File: config.mk
export PLATFORM = sky130hd
export DESIGN_NAME = smt_front
export DESIGN_NICKNAME = d
export VERILOG_FILES = /design/src/design/smt_pkg.sv /design/src/design/smt_front.sv
export SDC_FILE = /design/constraint.sdc
export NUM_CORES = 1
export LEC_CHECK = 0
export ABC_AREA = 1
export BUFFER_PORTS_ARGS = -buffer_cell sky130_fd_sc_hd__buf_2
export CAP_MARGIN = 10
export CELL_PAD_IN_SITES_DETAIL_PLACEMENT = 1
export CELL_PAD_IN_SITES_GLOBAL_PLACEMENT = 1
export CORE_UTILIZATION = 28
export DETAILED_ROUTE_END_ITERATION = 10
export GPL_ROUTABILITY_DRIVEN = 0
export PLACE_DENSITY_LB_ADDON = 0.1
export SETUP_SLACK_MARGIN = 0.5
export SYNTH_ARGS = -nofsm -noshare
export SYNTH_HDL_FRONTEND = slang
export SYNTH_SLANG_ARGS = --single-unit
File: constraint.sdc
create_clock -name clk_i -period 2.2 [get_ports clk_i]
set_input_delay 0.22 -clock clk_i [delete_from_list [all_inputs] [get_ports clk_i]]
set_output_delay 0.22 -clock clk_i [all_outputs]
set_load 0.02 [all_outputs]
File: src/design/smt_pkg.sv
// Shared types and constants for the submatrix transpose engine.
// Used by the top, front and back modules; depends on nothing.
package smt_pkg;

  localparam int WordW = 20;
  localparam int HashW = 50;

  // Generator and hash constants.
  localparam logic [WordW-1:0] GenMask  = 20'd987654;
  localparam logic [7:0]       GenMul   = 8'd197;
  localparam logic [WordW-1:0] GenAdd   = 20'd2017;
  localparam logic [7:0]       HashMul  = 8'd179;
  localparam logic [HashW-1:0] HashMask = 50'd987654321054321;

  // Configuration register indexes.
  localparam logic CfgDim  = 1'b0;
  localparam logic CfgSeed = 1'b1;

  typedef enum logic [1:0] {
    OP_FILL      = 2'd0,
    OP_TRANSPOSE = 2'd1,
    OP_HASH      = 2'd2,
    OP_NONE      = 2'd3
  } op_e;

  // Classified command as it travels from front to back.
  typedef struct packed {
    op_e        op;
    logic [5:0] row;
    logic [5:0] col;
    logic [6:0] side;
    logic       oob;
  } cmd_t;

  // Seed register update from the fill sequencer.
  typedef struct packed {
    logic             we;
    logic [WordW-1:0] val;
  } seed_upd_t;

  typedef enum logic [3:0] {
    ST_CLEAR,
    ST_IDLE,
    ST_FILL,
    ST_HASH,
    ST_TR_BASE,
    ST_TR_PTR,
    ST_TR_RA,
    ST_TR_RB,
    ST_TR_WA,
    ST_TR_WB
  } back_state_e;

endpackage

File: src/design/smt_front.sv
// Front end: accepts command words, checks transpose bounds and queues them.
// Depends on smt_pkg.
module smt_front #(
  parameter int MAX_DIM = 64
) (
  input  logic                             clk_i,
  input  logic                             rst_ni,
  input  logic                             s_axis_tvalid,
  output logic                             s_axis_tready,
  input  logic [23:0]                      s_axis_tdata,
  input  logic [$clog2(MAX_DIM+1)-1:0]     n_i,
  input  logic                             clear_done_i,
  output logic                             cmd_valid_o,
  output smt_pkg::cmd_t                    cmd_o,
  input  logic                             cmd_pop_i
);
  import smt_pkg::*;

  localparam int NW = $clog2(MAX_DIM + 1);
  localparam int SW = (NW + 1 > 8) ? NW + 1 : 8;

  cmd_t       ent_q [2];
  logic       wr_ptr_q, wr_ptr_d;
  logic       rd_ptr_q, rd_ptr_d;
  logic [1:0] cnt_q, cnt_d;
  cmd_t       cmd_new;
  logic       push;
  logic [SW-1:0] row_end, col_end;

  // Decode the incoming word and check the submatrix against the matrix.
  always_comb begin
    row_end       = SW'(s_axis_tdata[7:2]) + SW'(s_axis_tdata[20:14]);
    col_end       = SW'(s_axis_tdata[13:8]) + SW'(s_axis_tdata[20:14]);
    cmd_new.op    = op_e'(s_axis_tdata[1:0]);
    cmd_new.row   = s_axis_tdata[7:2];
    cmd_new.col   = s_axis_tdata[13:8];
    cmd_new.side  = s_axis_tdata[20:14];
    cmd_new.oob   = (row_end > SW'(n_i)) || (col_end > SW'(n_i));
  end

  assign s_axis_tready = clear_done_i && (cnt_q != 2'd2);
  assign push          = s_axis_tvalid && s_axis_tready;
  assign cmd_valid_o   = (cnt_q != 2'd0);
  assign cmd_o         = ent_q[rd_ptr_q];

  // Queue pointers and fill level.
  always_comb begin
    wr_ptr_d = wr_ptr_q ^ push;
    rd_ptr_d = rd_ptr_q ^ cmd_pop_i;
    cnt_d    = cnt_q + {1'b0, push} - {1'b0, cmd_pop_i};
  end

  always_ff @(posedge clk_i or negedge rst_ni) begin
    if (!rst_ni) begin
      wr_ptr_q <= 1'b0;
      rd_ptr_q <= 1'b0;
      cnt_q    <= 2'd0;
    end else begin
      wr_ptr_q <= wr_ptr_d;
      rd_ptr_q <= rd_ptr_d;
      cnt_q    <= cnt_d;
    end
  end

  // Queue entries.
  always_ff @(posedge clk_i) begin
    if (push) begin
      ent_q[wr_ptr_q] <= cmd_new;
    end
  end

endmodule

==> results of run 1 <==
==> registers in the layout (all words and copies together) (netlist names) <==
register	flops
cnt_q	2
rd_ptr_q	1
wr_ptr_q	1
ent_q	44
==> power by group through the flow <==
stage	clock, W	combinational, W	sequential, W
after global routing	0.000676	0.00144	0.00122
after floorplan	0	0.000850	0.00121
after CTS	0.000645	0.00129	0.00121
after global placement	0	0.00122	0.00124
final	0.000620	0.00130	0.00121
after detailed placement	0	0.00122	0.00125
==> routing by layer <==
layer / share of wire (%) / global-route usage (%)
met2: 48 / 20.6
met3: 2.4 / 1.74
met4: 1.5 / 4.35
met1: 48 / 17.2
met5: 0 / 0
==> stage by stage <==
step | hold WS (ns) | setup TNS (ns) | utilization [%]
2_1_floorplan | -0.0756 | 0 | -
3_3_place_gp | 0.0348 | -0.329 | 35.9
3_5_place_dp | 0.0329 | -0.365 | 35.9
4_1_cts | 0.0957 | 0 | 38.4
5_1_grt | 0.0985 | 0 | 39.2
6_report | 0.108 | 0 | 39.2
==> cell usage after synthesis <==
library cell / count
sky130_fd_sc_hd__ha_1: 30
sky130_fd_sc_hd__nand2_1: 37
sky130_fd_sc_hd__a21oi_1: 8
sky130_fd_sc_hd__nand4_1: 5
sky130_fd_sc_hd__and2_4: 1
sky130_fd_sc_hd__nand3_2: 2
sky130_fd_sc_hd__edfxtp_1: 44
sky130_fd_sc_hd__dfrtp_1: 4
sky130_fd_sc_hd__nor3_1: 1
sky130_fd_sc_hd__mux2_2: 22
sky130_fd_sc_hd__xor2_1: 8
sky130_fd_sc_hd__a21oi_2: 1
sky130_fd_sc_hd__a21boi_0: 1
sky130_fd_sc_hd__inv_1: 31
sky130_fd_sc_hd__fa_1: 2
sky130_fd_sc_hd__xnor2_1: 5
sky130_fd_sc_hd__nand3_1: 3
sky130_fd_sc_hd__or2_2: 1
sky130_fd_sc_hd__nor2_1: 12
sky130_fd_sc_hd__buf_4: 2
sky130_fd_sc_hd__o21ai_0: 1
sky130_fd_sc_hd__nand2_2: 2
sky130_fd_sc_hd__o21ai_2: 1
sky130_fd_sc_hd__or2_1: 3
==> timing repair <==
action,CTS,global route
endpoints found under the setup margin,18,3
hold endpoints to repair,4,0
resized for setup,19,16
hold buffers,1,0
pin swaps,1,8
buffers inserted,3,0
==> area by class of cell <==
type / instances / share of cell area (%)
multi-input cells: 146 / 36.2
inverters: 31 / 3.20
well taps: 129 / 4.43
clock inverters: 3 / 1.03
clock buffers: 5 / 1.89
repair buffers: 83 / 14.2
flip-flops and latches: 48 / 39.1
==> kinds of logic after synthesis <==
kind of cell | Yosys count | share of synthesized area, %
AND/OR/NAND/NOR | 67 | 11.2
flip-flops | 48 | 52.6
buffers and inverters | 33 | 4.86
adder cells (fa/ha/maj) | 32 | 15.4
multiplexers | 22 | 9.17
XOR/XNOR | 13 | 4.21
AO/OA/AOI/OAI | 12 | 2.59
==> final timing paths <==
| check | cells past startpoint | slack, ns | to |
|---|---|---|---|
| max in group asynchronous | 2 | 1.82 | rd_ptr_q$_DFF_PN0_ |
| min | 1 | 0.11 | ent_q[0][20]$_DFFE_PP_ |
| max | 14 | 0.26 | ent_q[0][0]$_DFFE_PP_ |
| max reg2reg | 5 | 0.63 | ent_q[0][5]$_DFFE_PP_ |
| min in group asynchronous | 2 | 0.24 | cnt_q[0]$_DFF_PN0_ |
| min reg2reg | 1 | 0.54 | cnt_q[0]$_DFF_PN0_ |
==> impl_summary.md, run 1 <==
Finish
The number of nets in the layout is 383. The register area is 1420 µm². The count of antenna diodes in the layout is 0. The count of cells in the finished layout, fillers not included, comes to 445. The layout overhead on the synthesized area is 34.8%. In the layout the commonest cells are sky130_fd_sc_hd__buf_2 (51), sky130_fd_sc_hd__edfxtp_1 (44), sky130_fd_sc_hd__nand2_1 (35), sky130_fd_sc_hd__inv_1 (29), sky130_fd_sc_hd__buf_4 (26). The filler cell count in the final layout is 1069.

The area used by multi-input combinational logic is 1320 µm². The layout cell share with drive strength beyond 1 is 47.5%. The library cell used most frequently in the layout, excluding fill and tap cells, is sky130_fd_sc_hd__buf_2. The finished cells cover approximately 3600 µm².

STA
The hold violation count in the final report is 0. In this run the tightest slew margin relative to its limit is 77.5%. Setup violations remaining at the end of the flow were counted as 0. The worst path needs 1.94 ns of the cycle, external delays included. Setup repair after global routing could not meet its margin everywhere. For this run, the top clock speed supported by timing is 0.516 GHz.

The slew of the pin with the lowest slew margin is 0.338 ns. The post-route clock period utilization is between 80% and 90%. The count of pins over their slew limit is 0. The worst clock skew is 0.00683 ns. The worst setup slack after layout is 0.261 ns.

Critical path
STA classifies the critical path endpoint as a flip-flop. The cell with the most instances on the worst path is sky130_fd_sc_hd__nand2_2. The data arrival time at the worst-slack endpoint is between 1.5 and 2 ns. Traced cell by cell, the critical path runs through buf_6 > ha_4 > or2_4 > and2_4 > nand2_2 > nand2_2 > xor2_2 > ha_1 > a21oi_1 > nor2_1 > nor2_1 > nand2_1 > nand2_2 > nand3_2. The worst endpoint required time is between 2 and 2.5 ns. In this run the worst setup path begins at s_axis_tdata[10]. Counting both buffers and inverters, the worst setup path holds a total of 1. The cell family contributing the most delay on the critical path is simple AND/OR/NAND/NOR gates. The kind of critical path is in2reg.

The worst-path cell with the longest stage delay is sky130_fd_sc_hd__ha_1. The startpoint kind of the worst setup timing path is an input port. The startpoint identified for the worst register-to-register timing path is cnt_q[1]$_DFF_PN0_. On the worst path, the slowest cell contributes a delay of just under 0.3 ns. The largest fanout on the critical path is 3.

Yosys
The synthesized design contains 48 register bits. In this run, distinct cell masters in the synthesized netlist total 24. A synthesized cell averages 11.9 µm². The mapped netlist covers 2700 µm².

The Yosys warning count is 0. The number of standard cells after synthesis is between 200 and 250. The largest total area in the synthesized netlist belongs to sky130_fd_sc_hd__edfxtp_1. By area the synthesized netlist is led by sky130_fd_sc_hd__edfxtp_1 (49%), sky130_fd_sc_hd__ha_1 (14%), sky130_fd_sc_hd__mux2_2 (9.2%). Synthesis produced a netlist with a net count of roughly 300. Summing the sequential cell areas from Yosys gives 52.6% of the chip area. The share of synthesized area in the top cell type comes to 48.9%.

Clocking
The deepest level of the CTS H-tree is 2. The cell sitting at the root of the clock tree is a sky130_fd_sc_hd__clkbuf_8. The buffer depth of the longest clock path is 2. The number of CTS-inserted buffers is 5. The clock-pin slew on the worst setup and hold paths is 0.09 ns.

The number of sinks handled by clock tree synthesis is 48. At the later pin of the worst-skew pair, clock insertion delay measures 0.30 ns. TritonCTS built the clock tree.

GRT
Summed over all layers, the global routing overflow is 0. The number of antenna violations at the first check in global routing came to 0. Global routing used between 10% and 20% of the available tracks across all layers. The pin count of the biggest net entering global routing is 23. The global-route wire length before repair is roughly 9600 µm. The number of global-route vias before repair is 1921.

Hold path
The kind of path behind the tightest hold check is in2reg. The startpoint identified for the worst hold timing path is s_axis_tdata[0].

Placed design
The count of buffers added on input and output ports is 56. The worst setup timing slack at the placement stage is -0.183 ns. The HPWL reported at the end of detailed placement is between 4000 and 5000 µm. The total placed instance area is 3330 µm². In this run, placement finished with an instance count of approximately 430.

Flow run
Across the run, the number of max-cap violations was 0.

Power and ir drop
In this run, flip-flops and latches consume 38.6% of the power. Net switching is 33.7% of the power. The clock network is responsible for 19.9% of the overall power. The combinational group share of total power is between 40% and 50%. VDD sags by at most 0.261 mV. The leakage component of the power is between 1.5 and 2 nW.

The switching power summed over all nets is 0.00105 W. The design draws between 0.003 and 0.004 W. The internal power of the cells totals 0.00207 W.

The ratio of total power to cell area is about 860 nW/µm².

Route
Dividing the detail-routed wire length by the instance count gives around 13 µm. The number of routed nets with antenna violations is 0. The detailed router placed roughly 1900 vias in this run. Before antenna repair, the detailed router went through 3 iterations. In the routed layout, each cell is associated on average with a via count of around 4.2.

The starting DRC count in detailed routing is 55. The aggregate routed wire length is roughly 6000 µm. For this run, design rule violations remaining after detail routing come to 0.

Die
The region available for standard cell placement spans 9280 µm². The floorplan step defined a die boundary enclosing around 10000 µm². The horizontal die dimension is 100 µm. The initial utilization of the core area, before any placement, comes to between 20 and 30%. The floorplan step set the die height to approximately 100 µm. The floorplan has 35 rows. For this design the top-level I/O count stands at 60.

Run status
The run finished with clean final reports.
(Power assumes the default switching activity.)
==> run 2: changes to the inputs <==
--- a/config.mk
+++ b/config.mk
@@ -6,12 +6,12 @@
 export NUM_CORES = 1
 export LEC_CHECK = 0
 export ABC_AREA = 1
-export BUFFER_PORTS_ARGS = -buffer_cell sky130_fd_sc_hd__buf_2
 export CAP_MARGIN = 10
 export CELL_PAD_IN_SITES_DETAIL_PLACEMENT = 1
 export CELL_PAD_IN_SITES_GLOBAL_PLACEMENT = 1
 export CORE_UTILIZATION = 28
 export DETAILED_ROUTE_END_ITERATION = 10
+export DONT_BUFFER_PORTS = 1
 export GPL_ROUTABILITY_DRIVEN = 0
 export PLACE_DENSITY_LB_ADDON = 0.1
 export SETUP_SLACK_MARGIN = 0.5
==> constraint.sdc (replaced) <==
create_clock -name clk_i -period 1.9 [get_ports clk_i]
set_input_delay 0.19 -clock clk_i [delete_from_list [all_inputs] [get_ports clk_i]]
set_output_delay 0.19 -clock clk_i [all_outputs]
set_load 0.02 [all_outputs]
==> run 2 against run 1 <==
Register-to-register slack lost 0.37 ns. Setup slack got worse by 0.15 ns. Sequential share of layout area down 3.3 points. Worst hold slack gained 0.057 ns. Utilization increased by 3.7 points. Routed wire length up 23%. Sequential power increased by 16%.
==> impl_summary.md, run 2 (synthesis gave the netlist of run 1 again) <==
Run status
The flow ran to the end, and the final reports show no timing, DRC or antenna violations.

Placed design
The number of buffer cells added on primary ports is 0. The HPWL after detailed placement is 4450 µm. After detailed placement, the total cell area comes to 3070 µm².

Critical path
The startpoint kind of the worst setup timing path is an input port. The largest single stage delay on the critical path is 0.31 ns. Among all stages on the critical path, the largest delay is contributed by sky130_fd_sc_hd__ha_1. The largest fanout on the critical path is 2.

The kind of end point of the critical path is a flip-flop. The data arrival time at the worst-slack endpoint is 1.84 ns. The critical path is of the in2reg type. The reg-to-reg critical path startpoint is cnt_q[1]$_DFF_PN0_. Traced cell by cell, the critical path runs through ha_4 > or2_1 > and2_4 > nand2_4 > nand2_4 > xor2_2 > ha_1 > a21oi_2 > nor2_1 > nor2_1 > nand2_1 > nand2_1 > nand3_2. The worst endpoint required time is between 1.5 and 2 ns. The critical path starts at s_axis_tdata[10].

Route
Once detail routing completed, the nets flagged for antenna violations numbered 0. The aggregate routed wire length is 7310 µm. For this run, design rule violations remaining after detail routing come to 0. The per-cell routed wire length is ~17 µm. The ratio of routed vias to standard cells is ~4.4. The detailed router finished its first iteration with 74 violations.

Detailed routing inserted a total of 1856 vias. The first TritonRoute pass finished after 4 iterations.

Finish
More flip-flops sit in one register than any other, and that register is ent_q. Relative to the synthesized area, the layout overhead comes to 47.4%. The layout has 1010 filler cells. The top cell types in the final layout, fill and taps aside, are sky130_fd_sc_hd__edfxtp_1 (44), sky130_fd_sc_hd__nand2_1 (34), sky130_fd_sc_hd__inv_1 (27), sky130_fd_sc_hd__dlygate4sd3_1 (23). The largest registers in the layout are ent_q (44), cnt_q (2). The multi-input combinational cells in the finished layout cover a total of between 1000 and 1500 µm². The post-route netlist has between 30% and 40% of its cells at a drive strength greater than 1. In the final layout, flip-flops and latches occupy 1420 µm².

The most common library cell in the layout ignoring fill and taps is sky130_fd_sc_hd__edfxtp_1. The number of nets in the layout is 363. The finished cells cover 3980 µm². The flip-flop count of the largest register, all copies and words added is 44. The number of antenna diodes in the final layout is 0.

GRT
The pin count of the biggest net entering global routing is 16. The number of global-route vias before repair is roughly 2000. The number of antenna violations at the first check in global routing is 0. The global-route wire length before repair is 10600 µm. The final global-route overflow total is 0. The combined global-route utilization of all metal layers is 14.5%.

STA
The peak clock frequency supported by timing is roughly 0.56 GHz. The count of pins over their slew limit was 0. Setup violations remaining at the end of the flow were counted as 0. The post-route clock period utilization is 94.1%. The hold violation count in the final report is 0. The total negative slack is 0 ns.

Across the routed clock network, the largest skew measured is 0.00421 ns. The minimum clock period is 1.79 ns. For the pin with the worst max-slew slack, the measured transition is 0.307 ns.

Setup repair after global routing could not meet its margin everywhere. Headroom to the max-slew limit came out at 79.4%.

Power and ir drop
The peak ir drop on the vdd network is 0.446 mV. After layout, the design draws a total of around 0.0043 W. Power spread over the standard cell area amounts to 1080 nW/µm². In this run the static leakage power is between 1.5 and 2 nW.

Clocking
The later pin in the worst-skew pair is clocked with a latency of 0.30 ns. The number of sinks handled by clock tree synthesis is 48. The tree is rooted in a sky130_fd_sc_hd__clkbuf_8. Counting the buffers created by CTS gives 5. Counting along the longest clock path gives a buffer depth of 2. The H-tree was split into 2 levels.

The clock tree from TritonCTS is done. The clock-pin slew on the worst setup and hold paths is 0.09 ns.

Die
Measured along the y axis, the die boundary spans 100 µm. The die covers 10000 µm². The horizontal die dimension is 100 µm. The initialized floorplan defines 35 standard-cell rows. 60 I/O pins were placed. Once the floorplan was initialized, standard cells occupied 29.1% of the core. The core region is 9280 µm².

Flow run
Max-cap violations in this run came to 0.

Hold path
The kind of path behind the tightest hold check is in2async.
==> run 2: cell count changes in the layout (fill, tap and decap cells not counted), moves of 3 or more <==
cell,delta
sky130_fd_sc_hd__buf_2,-51
sky130_fd_sc_hd__dlygate4sd3_1,+22
sky130_fd_sc_hd__mux2_2,-22
sky130_fd_sc_hd__mux2_4,+22
sky130_fd_sc_hd__buf_12,+6
sky130_fd_sc_hd__buf_4,-4
sky130_fd_sc_hd__buf_16,+3
sky130_fd_sc_hd__ha_2,-3
sky130_fd_sc_hd__nor2_2,-3
==> run 2: critical path, delay by kind of cell <==
kind | cells | cell delay [ns]
and+or+nand+nor | 9 | 0.86
adders and majority gates | 2 | 0.53
xor gates and xnor gates | 1 | 0.14
AOI/OAI and AO/OA | 1 | 0.12
==> run 2: routing by layer <==
layer | GRT usage, % | share of wire [%] | vias up
li1 | - | - | 907
met3 | 1.95 | 2.9 | 4
met1 | 18.5 | 43 | 909
met4 | 4.35 | 0.93 | 0
met2 | 25.6 | 53 | 36
met5 | 0 | 0 | -
==> run 2: metrics by stage <==
stage	setup WS (ns)	cells	hold WS (ns)	utilization, %
3_5_place_dp	-0.241	373	-0.105	33.1
5_1_grt	0.0337	425	0.171	42.9
2_1_floorplan	-0.0635	227	-0.106	-
6_report	0.111	425	0.165	42.9
3_3_place_gp	-0.282	373	-0.105	33.1
4_1_cts	0.127	418	0.158	40.6
==> run 2: path summary, 6_finish.rpt <==
path / endpoint / slack (ns) / cells after the start
max in group asynchronous: rd_ptr_q$_DFF_PN0_ / 1.54 / 1
hold / removal: rd_ptr_q$_DFF_PN0_ / 0.16 / 1
setup reg to reg: ent_q[0][6]$_DFFE_PP_ / 0.26 / 6
setup / recovery: ent_q[1][0]$_DFFE_PP_ / 0.11 / 13
min in group clk_i: wr_ptr_q$_DFF_PN0_ / 0.24 / 4
hold reg to reg: cnt_q[0]$_DFF_PN0_ / 0.67 / 2
==> run 2: report_power, final <==
| group | switching [W] | internal (W) |
|---|---|---|
| Combinational | 0.00104 | 0.00111 |
| Clock | 0.000346 | 0.000390 |
| Sequential | 0.0000685 | 0.00134 |
| Total | 0.00146 | 0.00284 |
==> run 2: final cells by class <==
class,count,share of cell area (%)
clock inverter,3,1.07
sequential,48,35.7
timing repair buffer,63,18.1
tap,129,4.05
inverter,31,2.92
multi-input combinational,146,36.4
clock buffer,5,1.73
==> run 2: timing repair <==
action                                  in CTS  in global routing
setup buffers                               11                  6
hold buffers                                23                  0
pin swaps                                    8                 15
hold endpoints to repair                    47                  0
endpoints found under the setup margin      70                 71
gates resized for setup                     38                 32
gates cloned                                 3                  1
